--- src/hw/rtl/plfc_pkg.sv ---
// ----------------------------------------------------------------------------
// PMBus linear format converter package
// Shared widths, command and status codes, and transaction payload types.
// ----------------------------------------------------------------------------
`default_nettype none

package plfc_pkg;

  localparam int CMD_W      = 3;
  localparam int VALUE_W    = 42;
  localparam int CODE_W     = 16;
  localparam int STATUS_W   = 2;
  localparam int VOUT_EXP_W = 5;
  localparam int MANT_W     = 11;
  localparam int EXP_STEPS  = 16;

  localparam logic [VOUT_EXP_W-1:0] VOUT_EXP_RESET = 5'h17;
  localparam logic [CODE_W-1:0]     CODE_SAT       = 16'hFFFF;
  localparam logic [1:0]            ADDR_VOUT_EXP  = 2'd0;

  typedef enum logic [CMD_W-1:0] {
    CMD_DEC11_INT   = 3'd0,
    CMD_DEC11_EXACT = 3'd1,
    CMD_ENC11_INT   = 3'd2,
    CMD_ENC11_FRAC  = 3'd3,
    CMD_DEC16       = 3'd4,
    CMD_ENC16       = 3'd5
  } plfc_cmd_t;

  typedef enum logic [STATUS_W-1:0] {
    STATUS_OK       = 2'd0,
    STATUS_BAD_SIGN = 2'd1,
    STATUS_NO_EXP   = 2'd2,
    STATUS_SAT      = 2'd3
  } plfc_status_t;

  typedef struct packed {
    logic [CMD_W-1:0]   command;
    logic [VALUE_W-1:0] value_in;
    logic [CODE_W-1:0]  code_in;
  } plfc_item_t;

  typedef struct packed {
    logic [VALUE_W-1:0] value_out;
    logic [CODE_W-1:0]  code_out;
    plfc_status_t       status;
  } plfc_result_t;

endpackage

`default_nettype wire

--- src/hw/rtl/plfc_if.sv ---
// ----------------------------------------------------------------------------
// PMBus linear format converter channels
// Valid/ready channels for request and result transactions.
// ----------------------------------------------------------------------------
`default_nettype none

interface plfc_req_if;
  logic                                valid;
  logic                                ready;
  logic [plfc_pkg::CMD_W-1:0]          command;
  logic signed [plfc_pkg::VALUE_W-1:0] value_in;
  logic [plfc_pkg::CODE_W-1:0]         code_in;

  modport source (output valid, command, value_in, code_in, input ready);
  modport sink   (input valid, command, value_in, code_in, output ready);
endinterface

interface plfc_res_if;
  logic                                valid;
  logic                                ready;
  logic signed [plfc_pkg::VALUE_W-1:0] value_out;
  logic [plfc_pkg::CODE_W-1:0]         code_out;
  logic [plfc_pkg::STATUS_W-1:0]       status;

  modport source (output valid, value_out, code_out, status, input ready);
  modport sink   (input valid, value_out, code_out, status, output ready);
endinterface

`default_nettype wire

--- src/hw/rtl/plfc_convert.sv ---
// ----------------------------------------------------------------------------
// PMBus linear format converter datapath
// One LINEAR11 / ULINEAR16 conversion per transaction, combinational.
// ----------------------------------------------------------------------------
`default_nettype none

module plfc_convert #(
  parameter int FRACTION_BITS = 16
) (
  input  var plfc_pkg::plfc_item_t              item,
  input  var logic [plfc_pkg::VOUT_EXP_W-1:0]   vout_exponent,
  output plfc_pkg::plfc_result_t                res
);

  localparam int VALUE_W = plfc_pkg::VALUE_W;
  localparam int CODE_W  = plfc_pkg::CODE_W;
  localparam int MANT_W  = plfc_pkg::MANT_W;
  localparam int STEPS   = plfc_pkg::EXP_STEPS;
  localparam int MAG_W   = FRACTION_BITS + 31;
  localparam int SH_W    = $clog2(FRACTION_BITS + 16);
  localparam int INT_W   = VALUE_W - FRACTION_BITS;

  logic signed [4:0]       e;
  logic [4:0]              neg_e;
  logic                    mneg;
  logic [MANT_W-1:0]       mmag;
  logic [SH_W-1:0]         sh1;
  logic [SH_W-1:0]         sh4;
  logic [MAG_W-1:0]        n0;
  logic [MAG_W-1:0]        mag0;
  logic [MAG_W-1:0]        mag1;
  logic [MAG_W-1:0]        mag4;
  logic [MAG_W-1:0]        dec_mag;
  logic                    dec_neg;
  logic                    dec_ovf;
  logic [VALUE_W-1:0]      dec_val;
  logic [VALUE_W-1:0]      vu;
  logic                    vneg;
  logic [INT_W-1:0]        n2;
  logic [STEPS-1:0]        fit2;
  logic [3:0]              sel2;
  logic [VALUE_W-1:0]      mant2;
  logic [STEPS-1:0]        fit3;
  logic [STEPS-1:0]        big3;
  logic [MANT_W-2:0]       mant3 [STEPS];
  logic [3:0]              sel3;
  logic [VALUE_W-1:0]      q5;

  assign e     = $signed(item.code_in[15:11]);
  assign neg_e = 5'(-e);
  assign mneg  = item.code_in[10];
  assign mmag  = mneg ? MANT_W'(12'd2048 - {1'b0, item.code_in[10:0]}) : item.code_in[10:0];
  assign sh1   = SH_W'(e + FRACTION_BITS);
  assign sh4   = SH_W'($signed(vout_exponent) + FRACTION_BITS);

  assign n0   = e[4] ? (MAG_W'(mmag) >> neg_e) : (MAG_W'(mmag) << e[3:0]);
  assign mag0 = n0 << FRACTION_BITS;
  assign mag1 = MAG_W'(mmag) << sh1;
  assign mag4 = MAG_W'(item.code_in) << sh4;

  assign vu   = item.value_in;
  assign vneg = vu[VALUE_W-1];
  assign n2   = vu[VALUE_W-1:FRACTION_BITS];
  assign q5   = vu >> sh4;

  always_comb begin
    for (int i = 0; i < STEPS; i++) begin
      fit2[i]  = (n2 >> (i + 10)) == '0;
      fit3[i]  = (vu >> (FRACTION_BITS + 10 - i)) != '0;
      big3[i]  = (vu >> (FRACTION_BITS + 11 - i)) != '0;
      mant3[i] = (MANT_W-1)'(vu >> (FRACTION_BITS + 1 - i));
    end
    sel2 = '0;
    sel3 = '0;
    for (int i = STEPS - 1; i >= 0; i--) begin
      if (fit2[i]) begin
        sel2 = 4'(i);
      end
      if (fit3[i]) begin
        sel3 = 4'(i);
      end
    end
  end

  assign mant2 = VALUE_W'(n2) >> sel2;

  always_comb begin
    unique case (item.command)
      plfc_pkg::CMD_DEC11_INT: begin
        dec_mag = mag0;
        dec_neg = mneg;
      end
      plfc_pkg::CMD_DEC11_EXACT: begin
        dec_mag = mag1;
        dec_neg = mneg;
      end
      plfc_pkg::CMD_DEC16: begin
        dec_mag = mag4;
        dec_neg = 1'b0;
      end
      default: begin
        dec_mag = '0;
        dec_neg = 1'b0;
      end
    endcase
  end

  always_comb begin
    if (dec_neg) begin
      dec_ovf = (|dec_mag[MAG_W-1:VALUE_W]) ||
                (dec_mag[VALUE_W-1] && (|dec_mag[VALUE_W-2:0]));
      dec_val = dec_ovf ? {1'b1, {(VALUE_W-1){1'b0}}} : VALUE_W'(-dec_mag[VALUE_W-1:0]);
    end else begin
      dec_ovf = |dec_mag[MAG_W-1:VALUE_W-1];
      dec_val = dec_ovf ? {1'b0, {(VALUE_W-1){1'b1}}} : dec_mag[VALUE_W-1:0];
    end
  end

  always_comb begin
    res.value_out = '0;
    res.code_out  = '0;
    res.status    = plfc_pkg::STATUS_OK;
    unique case (item.command)
      plfc_pkg::CMD_DEC11_INT, plfc_pkg::CMD_DEC11_EXACT, plfc_pkg::CMD_DEC16: begin
        res.value_out = dec_val;
        if (dec_ovf) begin
          res.status = plfc_pkg::STATUS_SAT;
        end
      end
      plfc_pkg::CMD_ENC11_INT: begin
        if (vneg) begin
          res.status = plfc_pkg::STATUS_BAD_SIGN;
        end else if (fit2 == '0) begin
          res.status = plfc_pkg::STATUS_NO_EXP;
        end else begin
          res.code_out = {1'b0, sel2, MANT_W'(mant2)};
        end
      end
      plfc_pkg::CMD_ENC11_FRAC: begin
        if (vneg || vu == '0) begin
          res.status = plfc_pkg::STATUS_BAD_SIGN;
        end else if (fit3 == '0 || big3[sel3]) begin
          res.status = plfc_pkg::STATUS_NO_EXP;
        end else begin
          res.code_out = {5'(5'd1 - {1'b0, sel3}), 1'b0, mant3[sel3]};
        end
      end
      plfc_pkg::CMD_ENC16: begin
        if (vneg) begin
          res.status = plfc_pkg::STATUS_BAD_SIGN;
        end else if (|q5[VALUE_W-1:CODE_W]) begin
          res.code_out = plfc_pkg::CODE_SAT;
          res.status   = plfc_pkg::STATUS_SAT;
        end else begin
          res.code_out = q5[CODE_W-1:0];
        end
      end
      default: begin
        res.status = plfc_pkg::STATUS_OK;
      end
    endcase
  end

endmodule

`default_nettype wire

--- src/hw/rtl/pmbus_linear_format_converter_top.sv ---
// Result path: the request transaction loads the input register, and the
// conversion of it loads the result register, which drives result.valid.
// Throughput: 1 transaction per cycle unless result stalls; the input and
// result registers each advance whenever the stage after them is free.
// Reset (rst, synchronous, active high) empties both registers and sets
// vout_exponent to -9.
// ----------------------------------------------------------------------------
// PMBus linear format converter
// Two-register pipeline around the conversion datapath, with an APB-style
// write/read port for vout_exponent.
// ----------------------------------------------------------------------------
`default_nettype none

module pmbus_linear_format_converter_top #(
  parameter int FRACTION_BITS = 16
) (
  input  var logic                  clk,
  input  var logic                  rst,
  plfc_req_if.sink                  request,
  plfc_res_if.source                result,
  input  var logic                  psel,
  input  var logic                  penable,
  input  var logic                  pwrite,
  input  var logic [1:0]            paddr,
  input  var logic [31:0]           pwdata,
  output logic [31:0]               prdata,
  output logic                      pready
);

  logic                                   stage_valid;
  plfc_pkg::plfc_item_t                   stage_item;
  logic                                   res_valid;
  plfc_pkg::plfc_result_t                 res_data;
  plfc_pkg::plfc_result_t                 conv_res;
  logic [plfc_pkg::VOUT_EXP_W-1:0]        vout_exponent;
  logic                                   out_free;
  logic                                   cfg_write;

  assign out_free      = !res_valid || result.ready;
  assign request.ready = !stage_valid || out_free;
  assign cfg_write     = psel && penable && pwrite && pready;

  assign pready = 1'b1;
  assign prdata = (paddr == plfc_pkg::ADDR_VOUT_EXP)
                ? {{(32-plfc_pkg::VOUT_EXP_W){1'b0}}, vout_exponent} : '0;

  plfc_convert #(
    .FRACTION_BITS (FRACTION_BITS)
  ) u_convert (
    .item          (stage_item),
    .vout_exponent (vout_exponent),
    .res           (conv_res)
  );

  always_ff @(posedge clk) begin
    if (rst) begin
      stage_valid   <= 1'b0;
      res_valid     <= 1'b0;
      vout_exponent <= plfc_pkg::VOUT_EXP_RESET;
    end else begin
      if (request.ready) begin
        stage_valid <= request.valid;
      end
      if (out_free) begin
        res_valid <= stage_valid;
      end
      if (cfg_write) begin
        vout_exponent <= pwdata[plfc_pkg::VOUT_EXP_W-1:0];
      end
    end
  end

  always_ff @(posedge clk) begin
    if (request.valid && request.ready) begin
      stage_item.command  <= request.command;
      stage_item.value_in <= request.value_in;
      stage_item.code_in  <= request.code_in;
    end
    if (stage_valid && out_free) begin
      res_data <= conv_res;
    end
  end

  assign result.valid     = res_valid;
  assign result.value_out = $signed(res_data.value_out);
  assign result.code_out  = res_data.code_out;
  assign result.status    = res_data.status;

endmodule

`default_nettype wire

--- src/flat_wrapper.sv ---
// flat-port wrapper written by rule: the top's interface ports become plain ports
module pmbus_linear_format_converter_top_flat 
#(
  parameter int FRACTION_BITS = 16
)
  (clk, rst, psel, penable, pwrite, paddr, pwdata, prdata, pready, request_valid, request_command, request_value_in, request_code_in, request_ready, result_valid, result_value_out, result_code_out, result_status, result_ready);
  plfc_req_if request_i ();
  plfc_res_if result_i ();
  input  var logic clk;
  input  var logic rst;
  input  var logic psel;
  input  var logic penable;
  input  var logic pwrite;
  input  var logic [1:0] paddr;
  input  var logic [31:0] pwdata;
  output logic [31:0] prdata;
  output logic pready;
  input wire logic [$bits(request_i.valid)-1:0] request_valid;
  input wire logic [$bits(request_i.command)-1:0] request_command;
  input wire logic [$bits(request_i.value_in)-1:0] request_value_in;
  input wire logic [$bits(request_i.code_in)-1:0] request_code_in;
  output wire logic [$bits(request_i.ready)-1:0] request_ready;
  output wire logic [$bits(result_i.valid)-1:0] result_valid;
  output wire logic [$bits(result_i.value_out)-1:0] result_value_out;
  output wire logic [$bits(result_i.code_out)-1:0] result_code_out;
  output wire logic [$bits(result_i.status)-1:0] result_status;
  input wire logic [$bits(result_i.ready)-1:0] result_ready;
  assign request_i.valid = request_valid;
  assign request_i.command = request_command;
  assign request_i.value_in = request_value_in;
  assign request_i.code_in = request_code_in;
  assign request_ready = request_i.ready;
  assign result_valid = result_i.valid;
  assign result_value_out = result_i.value_out;
  assign result_code_out = result_i.code_out;
  assign result_status = result_i.status;
  assign result_i.ready = result_ready;
  pmbus_linear_format_converter_top #(.FRACTION_BITS(FRACTION_BITS)) u_core (.clk(clk), .rst(rst), .request(request_i), .result(result_i), .psel(psel), .penable(penable), .pwrite(pwrite), .paddr(paddr), .pwdata(pwdata), .prdata(prdata), .pready(pready));
endmodule
--- config.mk ---
export PLATFORM = sky130hd
export DESIGN_NAME = pmbus_linear_format_converter_top_flat
export DESIGN_NICKNAME = d
export VERILOG_FILES = /design/src/hw/rtl/plfc_pkg.sv /design/src/hw/rtl/plfc_if.sv /design/src/hw/rtl/plfc_convert.sv /design/src/hw/rtl/pmbus_linear_format_converter_top.sv /design/src/flat_wrapper.sv
export SDC_FILE = /design/constraint.sdc
export NUM_CORES = 1
export LEC_CHECK = 0
export ABC_AREA = 0
export BUFFER_PORTS_ARGS = -buffer_cell sky130_fd_sc_hd__buf_4
export CORE_MARGIN = 1
export CORE_UTILIZATION = 40
export CTS_BUF_LIST = sky130_fd_sc_hd__clkbuf_2 sky130_fd_sc_hd__clkbuf_4 sky130_fd_sc_hd__clkbuf_8
export DETAILED_ROUTE_END_ITERATION = 10
export SLEW_MARGIN = 25
export SYNTH_ARGS = -nofsm -noshare
export SYNTH_HDL_FRONTEND = slang
export SYNTH_HIERARCHICAL = 1
export SYNTH_SLANG_ARGS = --single-unit
--- constraint.sdc ---
create_clock -name clk -period 7.8 [get_ports clk]
set_clock_uncertainty 0.2 [all_clocks]
set_input_delay 0 -clock clk [delete_from_list [all_inputs] [get_ports clk]]
set_output_delay 0 -clock clk [all_outputs]
set_load 0.01 [all_outputs]
==> key figures, run 1 <==
Drt
  – DRT Pass-1 Iters: 5
  – Post-route ant nets: 0
  – DR iter-0 viols: 1,675
  – WL/cell: 24.2 um
  – Via-per-instance ratio: ~6.5
  – Number of remaining DRC errors: 0
  – Final wirelength: 57,200 um
  – Via count: 15,300

Run status
  – Status: completed

Synthesis
  – Netlist Area Pre-Place: 0.0144 sq mm
  – Count of cell types in the netlist: 100
  – Syn_area_per_cell: 8.28 sq um
  – Synth Instances: 1,740
  – Synth Flop Type: edfxtp_1
  – EDFF count, synth: between 100 and 150
  – Top cells by area, synth: edfxtp_1 (25%), mux2i_1 (10%), nand2_1 (5.0%)
  – Top cell type's share of synthesized area: 25.2%
  – Sequential area share after synthesis: about a quarter
  – Ys async rst share: 0%
  – Cell type with the largest total area after synthesis: edfxtp_1
  – Syn. warnings: 6
  – Flops & latches, synth: 128

Hold path
  – Hold path depth: 2
  – Hold endpoint: u_core/stage_item[54]
  – Min-delay src: request_value_in[38]
  – Hold/Removal Path Class: in2reg

Flow run
  – MaxCap Viol Count: 0

Final layout
  – Layout net count: 1,999
  – Commonest non-fill, non-tap cell in the layout: nand2_1
  – Ant. Diodes: 0
  – Area grow syn2layout: 18.8%
  – Post-route insts no fill: about 2,400
  – Layout cells sized above 1: 17.4%
  – Most frequent cells in the layout: nand2_1 (190), buf_4 (177), nor2_1 (158)

Clock tree
  – Post-CTS Setup Bufs: 0
  – CTS tree: built
  – Clk pin slew, worst setup/hold paths: 80 ps
  – Post_cts resized: 0
  – CTS Buffer Depth: 2
  – Clk sinks: 128
  – Clk Tree Root Cell: clkbuf_8
  – H-tree levels: 4
  – Cts bufs inserted: 17
  – Cts hold-fix bufs: 106
  – Clk Latency, worst-skew pair: 480 ps

Worst setup path
  – Critical Path Sink Type: flip-flop
  – Critical Path RT: 7840 ps
  – Arr. time, crit path: between 6000 and 7000 ps
  – Critical Path Fanout Max: 18
  – Reg2reg end: u_core/result.value_out[41]
  – Reg2reg start: u_core/stage_item[1]
  – Startpoint types: flip-flop
  – Worst R2R Path Depth: 14
  – R2r setup slk: between 1000 and 1500 ps
  – Critical path class: reg2reg

STA
  – Slew Limit Fails: 0
  – Actual slew at the worst max-slew pin: 1040 ps
  – Period Utilization, post-route: 81.7%
  – Setup TNS: 0 ps
  – F_max: 157 MHz
  – Final Hold Vio Count: 0
  – Hold Slack: 44.9 ps
  – Final min period: 6370 ps
  – Worst setup margin: between 1000 and 1500 ps
  – Unrepaired setup endpoints after global routing: no
  – Final setup vio count: 0
  – Max-slew headroom: 30.4%

Power and ir drop
  – P_leak: roughly 6.6 nW
  – Peak VDD IR: roughly 0.22 mV
  – Pwr Density: 132 mW/mm^2

Floorplanning
  – Core Region: 0.0355 sq mm
  – Die height: 192 um
  – Die Wd: 192 um
  – IO Count: 197
  – Starting Density: 40.6%
  – Die area: approximately 0.037 sq mm
  – Rows: 69

Global route
  – Grt total ovfl: 0
  – Tot GR Track Use: 30.8%
  – Initial antenna violation count: 1
  – Global-route wire length before repair: 85,400 um
  – Largest net degree at the start of global routing: 62
  – Vias in the first global route: 14,300

Placed design
  – Post-DP HPWL: 41,900 um
  – Post-Place Setup Slack: 1600 ps
  – Dpl cells: approximately 2,200
  – GPL Wtd Cong: between 1 and 1.5
  – Port bufs: 141
cell type report:
| cell class | instances | area, sq um |
|---|---|---|
| Inverter | 33 | 124 |
| Tap cell | 461 | 577 |
| Clock buffer | 19 | 249 |
| Clock inverter | 13 | 139 |
| Fill cell | 3414 | 18400 |
| Timing Repair Buffer | 285 | 2430 |
| Sequential cell | 128 | 3780 |
| Multi-Input combinational cell | 1428 | 9810 |
through the flow:
step,instance area [sq um],utilization [%],power [mW]
2_1_floorplan,14500,-,1.39
3_3_place_gp,15600,44.0,1.63
3_5_place_dp,15600,44.0,1.63
4_1_cts,17100,48.1,2.25
5_1_grt,17100,48.2,2.35
6_report,17100,48.2,2.25
flip-flops by register name, summed over array words and instances, names as in the netlist:
name,flops
u_core/stage_item,61
u_core/result.code_out,16
u_core/vout_exponent,5
u_core/result.valid,1
u_core/result.status,2
u_core/result.value_out,42
u_core/stage_valid,1
power by group:
part / total, mW / switching [mW] / internal, mW / leakage [nW]
sequential: 0.857 / 0.0583 / 0.799 / 1.23
clock: 0.573 / 0.283 / 0.290 / 0.197
combinational: 0.820 / 0.493 / 0.327 / 5.20
total: 2.25 / 0.834 / 1.42 / 6.62
worst max-delay path, cell delays in order, from the launching register on:
cell	delay, ps
edfxtp_1	580
inv_1	130
ha_1	220
or3b_1	590
a211oi_4	520
mux2i_1	280
o21ai_1	620
a311oi_1	210
nor4_2	700
nand3_1	290
or3_1	630
nor3_4	370
a31oi_4	250
buf_16	260
a311o_1	270
cell usage after synthesis, types with 8 or more instances:
master / number
nor4_1: 16
a21oi_1: 108
or4_1: 10
buf_4: 30
nor2_1: 159
a31oi_1: 16
buf_2: 23
a21o_1: 9
nand2b_1: 26
clkbuf_1: 89
a211o_1: 10
inv_1: 27
o22ai_1: 26
a221oi_2: 12
o31ai_1: 13
a211oi_1: 31
xor2_1: 13
o21ai_0: 81
o22a_1: 9
o2111ai_1: 10
o2bb2ai_1: 8
o32ai_1: 9
and3_1: 14
buf_1: 26
or3_1: 16
nand4_1: 15
and2_1: 21
a211oi_2: 11
nor3_1: 53
mux4_2: 21
nand3_1: 53
o221ai_1: 17
a221oi_1: 9
xnor2_1: 20
o211ai_1: 36
edfxtp_1: 121
nand2_1: 191
nand3b_1: 10
a311oi_1: 8
mux2i_1: 147
or2_2: 10
a22oi_1: 19
a221o_1: 8
nor2b_1: 25
mux2_2: 30
worst max path at each step:
| stage | start | cells past startpoint | slack, ps | endpoint |
|---|---|---|---|---|
| global placement | u_core/stage_item[1] | 13 | 1610 | u_core/result.value_out[41] |
| finish | u_core/stage_item[1] | 14 | 1430 | u_core/result.value_out[41] |
| CTS | u_core/stage_item[1] | 13 | 1570 | u_core/result.value_out[1] |
| global route | u_core/stage_item[0] | 15 | 1280 | u_core/result.value_out[41] |
| detailed placement | u_core/stage_item[0] | 14 | 1600 | u_core/result.value_out[1] |
| floorplan | u_core/stage_item[0] | 17 | 2960 | u_core/result.value_out[41] |
metal layers:
metal | up-vias | global-route usage (%) | routed length [um]
met1 | 7421 | 37.2 | 22300
met4 | 2 | 15.7 | 2850
met2 | 771 | 53.3 | 28400
met5 | - | 0 | 25
met3 | 162 | 4.13 | 3640
li1 | 6953 | - | -
cells by family after synthesis:
logic type / after synthesis / synth area share [%]
buf+inv: 210 / 6.91
xor+xnor: 33 / 2.01
mux: 199 / 15.9
compound gates: 510 / 25.8
other cells: 2 / 0.0521
simple gates: 654 / 22.8
fa+ha+maj: 4 / 0.347
flops: 128 / 26.2
No activity file was read; power rests on OpenSTA's default activity.
==> run 2, diff against run 1 <==
- ABC_AREA: 0 -> 1
- clock period: 7.8 -> 5.8 ns (I/O delays scaled with it)
==> key figures, run 2 <==
Run status
  – Status: completed (unchanged)

Hold path
  – Min-delay src: request_command[2] (was request_value_in[38])
  – Hold/Removal Path Class: in2reg (unchanged)
  – Hold endpoint: u_core/stage_item[60] (was u_core/stage_item[54])
  – Hold path depth: 2 (unchanged)

Synthesis
  – Top cells by area, synth: edfxtp_1 (26%), nand2_1 (19%), nand3_1 (9.8%) (was edfxtp_1 (25%), mux2i_1 (10%), nand2_1 (5.0%))
  – Syn. warnings: 6 (unchanged)
  – Synth Flop Type: edfxtp_1 (unchanged)
  – Most common cell in the synthesized netlist: nand2_1 (unchanged)
  – Ys async rst share: 0% (unchanged)
  – Count of cell types in the netlist: 64 (was 100)
  – Flops & latches, synth: 128 (unchanged)
  – Netlist Area Pre-Place: 0.0139 sq mm (was 0.0144 sq mm)
  – Syn_area_per_cell: 6.22 sq um (was 8.28 sq um)
  – Sequential area share after synthesis: 27.2% (was 26.2%)
  – Top cell type's share of synthesized area: 26.2% (was 25.2%)
  – Synth Instances: 2,230 (was 1,740)
  – EDFF count, synth: 121 (unchanged)
  – Cell type with the largest total area after synthesis: edfxtp_1 (unchanged)
  – Top cells by count, synth: nand2_1 (701), nand3_1 (273), nor2_1 (197), o21ai_0 (188), inv_1 (173) (was nand2_1 (191), nor2_1 (159), mux2i_1 (147), edfxtp_1 (121), a21oi_1 (108))

Worst setup path
  – Critical path class: reg2reg (unchanged)
  – Critical Path, Cell by Cell: inv_2 -> ha_1 -> xnor2_1 -> clkinv_1 -> nand3_1 -> nand2_1 -> nand3_1 -> nand2_1 -> nand2_1 -> nand2_1 -> nor2_1 -> nand3_1 -> nor2_2 -> nand3_1 -> nor2_1 -> nand2_1 -> nand2_1 -> inv_1 (was inv_1 -> ha_1 -> or3b_1 -> a211oi_4 -> mux2i_1 -> o21ai_1 -> a311oi_1 -> nor4_2 -> nand3_1 -> or3_1 -> nor3_4 -> a31oi_4 -> buf_16 -> a311o_1)
  – Startpoint types: flip-flop (unchanged)
  – R2r setup slk: 890 ps (was 1430 ps)
  – Critical Path Max Stage Delay: 760 ps (was 700 ps)
  – Arr. time, crit path: 4950 ps (was 6420 ps)
  – Critical Path RT: 5850 ps (was 7840 ps)
  – Crit-path most repeated cell: nand2_1
  – Worst R2R Path Depth: 18 (was 14)
  – WP buf/inv: 3 (was 2)
  – Critical Path Fanout Max: 17 (was 18)
  – Critical Path Sink Type: flip-flop (unchanged)
  – Crit path depth: 18 (was 14)
  – Reg2reg end: u_core/result.value_out[41] (unchanged)
  – CP top delay family: simple AND/OR/NAND/NOR gates (unchanged)
  – Reg2reg start: u_core/stage_item[11] (was u_core/stage_item[1])
  – Crit-path slowest cell: edfxtp_1 (was nor4_2)

Drt
  – Post-route ant nets: 0 (unchanged)
  – Final wirelength: 50,400 um (was 57,200 um)
  – DRT Pass-1 Iters: 6 (was 5)
  – DR iter-0 viols: 1,724 (was 1,675)
  – Via count: 15,900 (was 15,300)
  – Number of remaining DRC errors: 0 (unchanged)
  – WL/cell: 17.4 um (was 24.2 um)
  – Via-per-instance ratio: 5.48 (was 6.47)

Global route
  – Grt total ovfl: 0 (unchanged)
  – Initial antenna violation count: 0 (was 1)
  – Global-route wire length before repair: 79,400 um (was 85,400 um)
  – Vias in the first global route: 14,900 (was 14,300)
  – Largest net degree at the start of global routing: 89 (was 62)
  – Tot GR Track Use: 28.5% (was 30.8%)

Final layout
  – Commonest non-fill, non-tap cell in the layout: nand2_1 (unchanged)
  – Area occupied by multi-input gates: 0.00867 sq mm (was 0.00981 sq mm)
  – Layout cells sized above 1: 13.1% (was 17.4%)
  – Max reg flops: 61 (unchanged)
  – Post-route insts no fill: 2,896 (was 2,367)
  – Area grow syn2layout: 21.0% (was 18.8%)
  – Most frequent cells in the layout: nand2_1 (700), nand3_1 (273), nor2_1 (196) (was nand2_1 (190), buf_4 (177), nor2_1 (158))
  – Sequential Area: 0.00378 sq mm (about the same)
  – Register with the most flip-flops: u_core/stage_item (unchanged)
  – Fin util: 49.6% (was 48.2%)
  – Ant. Diodes: 0 (unchanged)
  – Filler cells: 3,508 (was 3,414)
  – Layout net count: 2,541 (was 1,999)

STA
  – Slew Limit Fails: 0 (unchanged)
  – Unrepaired setup endpoints after global routing: no (unchanged)
  – Final Hold Vio Count: 0 (unchanged)
  – Max-slew headroom: 36.1% (was 30.4%)
  – Actual slew at the worst max-slew pin: 959 ps (was 1040 ps)
  – Worst setup margin: 893 ps (was 1430 ps)
  – Period Utilization, post-route: 84.6% (was 81.7%)
  – Final setup vio count: 0 (unchanged)
  – Final min period: 4910 ps (was 6370 ps)
  – F_max: 204 MHz (was 157 MHz)
  – Setup TNS: 0 ps (unchanged)

Placed design
  – Dpl cells: 2,726 (was 2,227)
  – GPL Wtd Cong: 0.960 (was 1.00)
  – Port bufs: 141 (unchanged)
  – Post-DP HPWL: 37,900 um (was 41,900 um)
  – Post-Place Setup Slack: 994 ps (was 1600 ps)

Clock tree
  – Clk Latency, worst-skew pair: 510 ps (was 480 ps)
  – Clk sinks: 128 (unchanged)
  – Clk pin slew, worst setup/hold paths: 100 ps (was 80 ps)
  – H-tree levels: 4 (unchanged)
  – CTS tree: built (unchanged)
  – CTS Buffer Depth: 2 (unchanged)
  – Cts bufs inserted: 17 (unchanged)
  – Post-CTS Setup Bufs: 0 (unchanged)
  – Clk Tree Root Cell: clkbuf_8 (unchanged)

Flow run
  – MaxCap Viol Count: 0 (unchanged)

Floorplanning
  – Die height: 188 um (was 192 um)
  – Die area: 0.0355 sq mm (was 0.0368 sq mm)
  – Die Wd: 188 um (was 192 um)
  – Rows: 67 (was 69)
  – Starting Density: 41.0% (was 40.6%)
  – Core Region: 0.0339 sq mm (was 0.0355 sq mm)
  – IO Count: 197 (unchanged)

Power and ir drop
  – Pwr Density: 185 mW/mm^2 (was 132 mW/mm^2)
  – Peak VDD IR: 0.162 mV (was 0.215 mV)
  – P_leak: 7.73 nW (was 6.62 nW)
[run 2: routing by layer]
| metal | global-route usage (%) | wire (um) |
|---|---|---|
| met5 | 0 | 0 |
| met4 | 13.6 | 2120 |
| met3 | 3.58 | 2600 |
| met2 | 51.0 | 25100 |
| met1 | 33.7 | 20600 |
[run 2: per-stage QoR]
stage	hold slack [ps]	power [mW]	cell area, sq um
3_5_place_dp	-20.7	2.16	15000
6_report	43.0	3.10	16800
3_3_place_gp	-21.7	2.16	15000
2_1_floorplan	-131	1.87	14000
5_1_grt	25.4	3.29	16800
4_1_cts	1.55	3.11	16800
[run 2: worst max-delay path by stage]
stage	from	endpoint	slack, ps
after floorplan	u_core/result.valid	u_core/result.code_out[0]	1790
after global placement	u_core/stage_item[11]	u_core/result.value_out[41]	1030
after detailed placement	u_core/stage_item[11]	u_core/result.value_out[41]	990
after CTS	u_core/stage_item[11]	u_core/result.value_out[41]	940
after global routing	u_core/stage_item[11]	u_core/result.value_out[41]	460
final	u_core/stage_item[11]	u_core/result.value_out[41]	890
[run 2: worst reg2reg max path, cell delays in order, from the launching register on]
cell and delay [ps]:
edfxtp_1 760, inv_2 310, ha_1 310, xnor2_1 690, clkinv_1 460, nand3_1 250, nand2_1 70, nand3_1 90
nand2_1 60, nand2_1 70, nand2_1 170, nor2_1 330, nand3_1 170, nor2_2 180, nand3_1 180, nor2_1 130
nand2_1 60, nand2_1 100, inv_1 60
[run 2: kinds of logic after synthesis]
logic type      Yosys count  share of synthesized area [%]
other cells               2                         0.0541
mux                      23                           1.67
compound gates          376                           15.4
buf+inv                 340                           11.1
simple gates           1338                           42.9
flops                   128                           27.2
fa+ha+maj                 4                          0.361
xor+xnor                 19                           1.25
[run 2: final cells by class]
type                    count  share of cell area, %
clock buffers              17                   1.39
well taps                 448                   3.34
flip-flops and latches    128                   22.5
inverters                 201                   4.52
clock inverters            15                   1.15
multi-input cells        1788                   51.7
repair buffers            299                   15.4
[run 2: power by group]
group	internal (mW)	leakage, nW	switching (mW)	total [mW]
sequential	1.07	1.24	0.0588	1.13
clock	0.438	0.207	0.434	0.871
combinational	0.394	6.29	0.706	1.10
[run 2: timing repair]
action	in CTS	in global routing
resized for setup	0	0
endpoints found under the hold margin	68	0
hold buffers	138	0
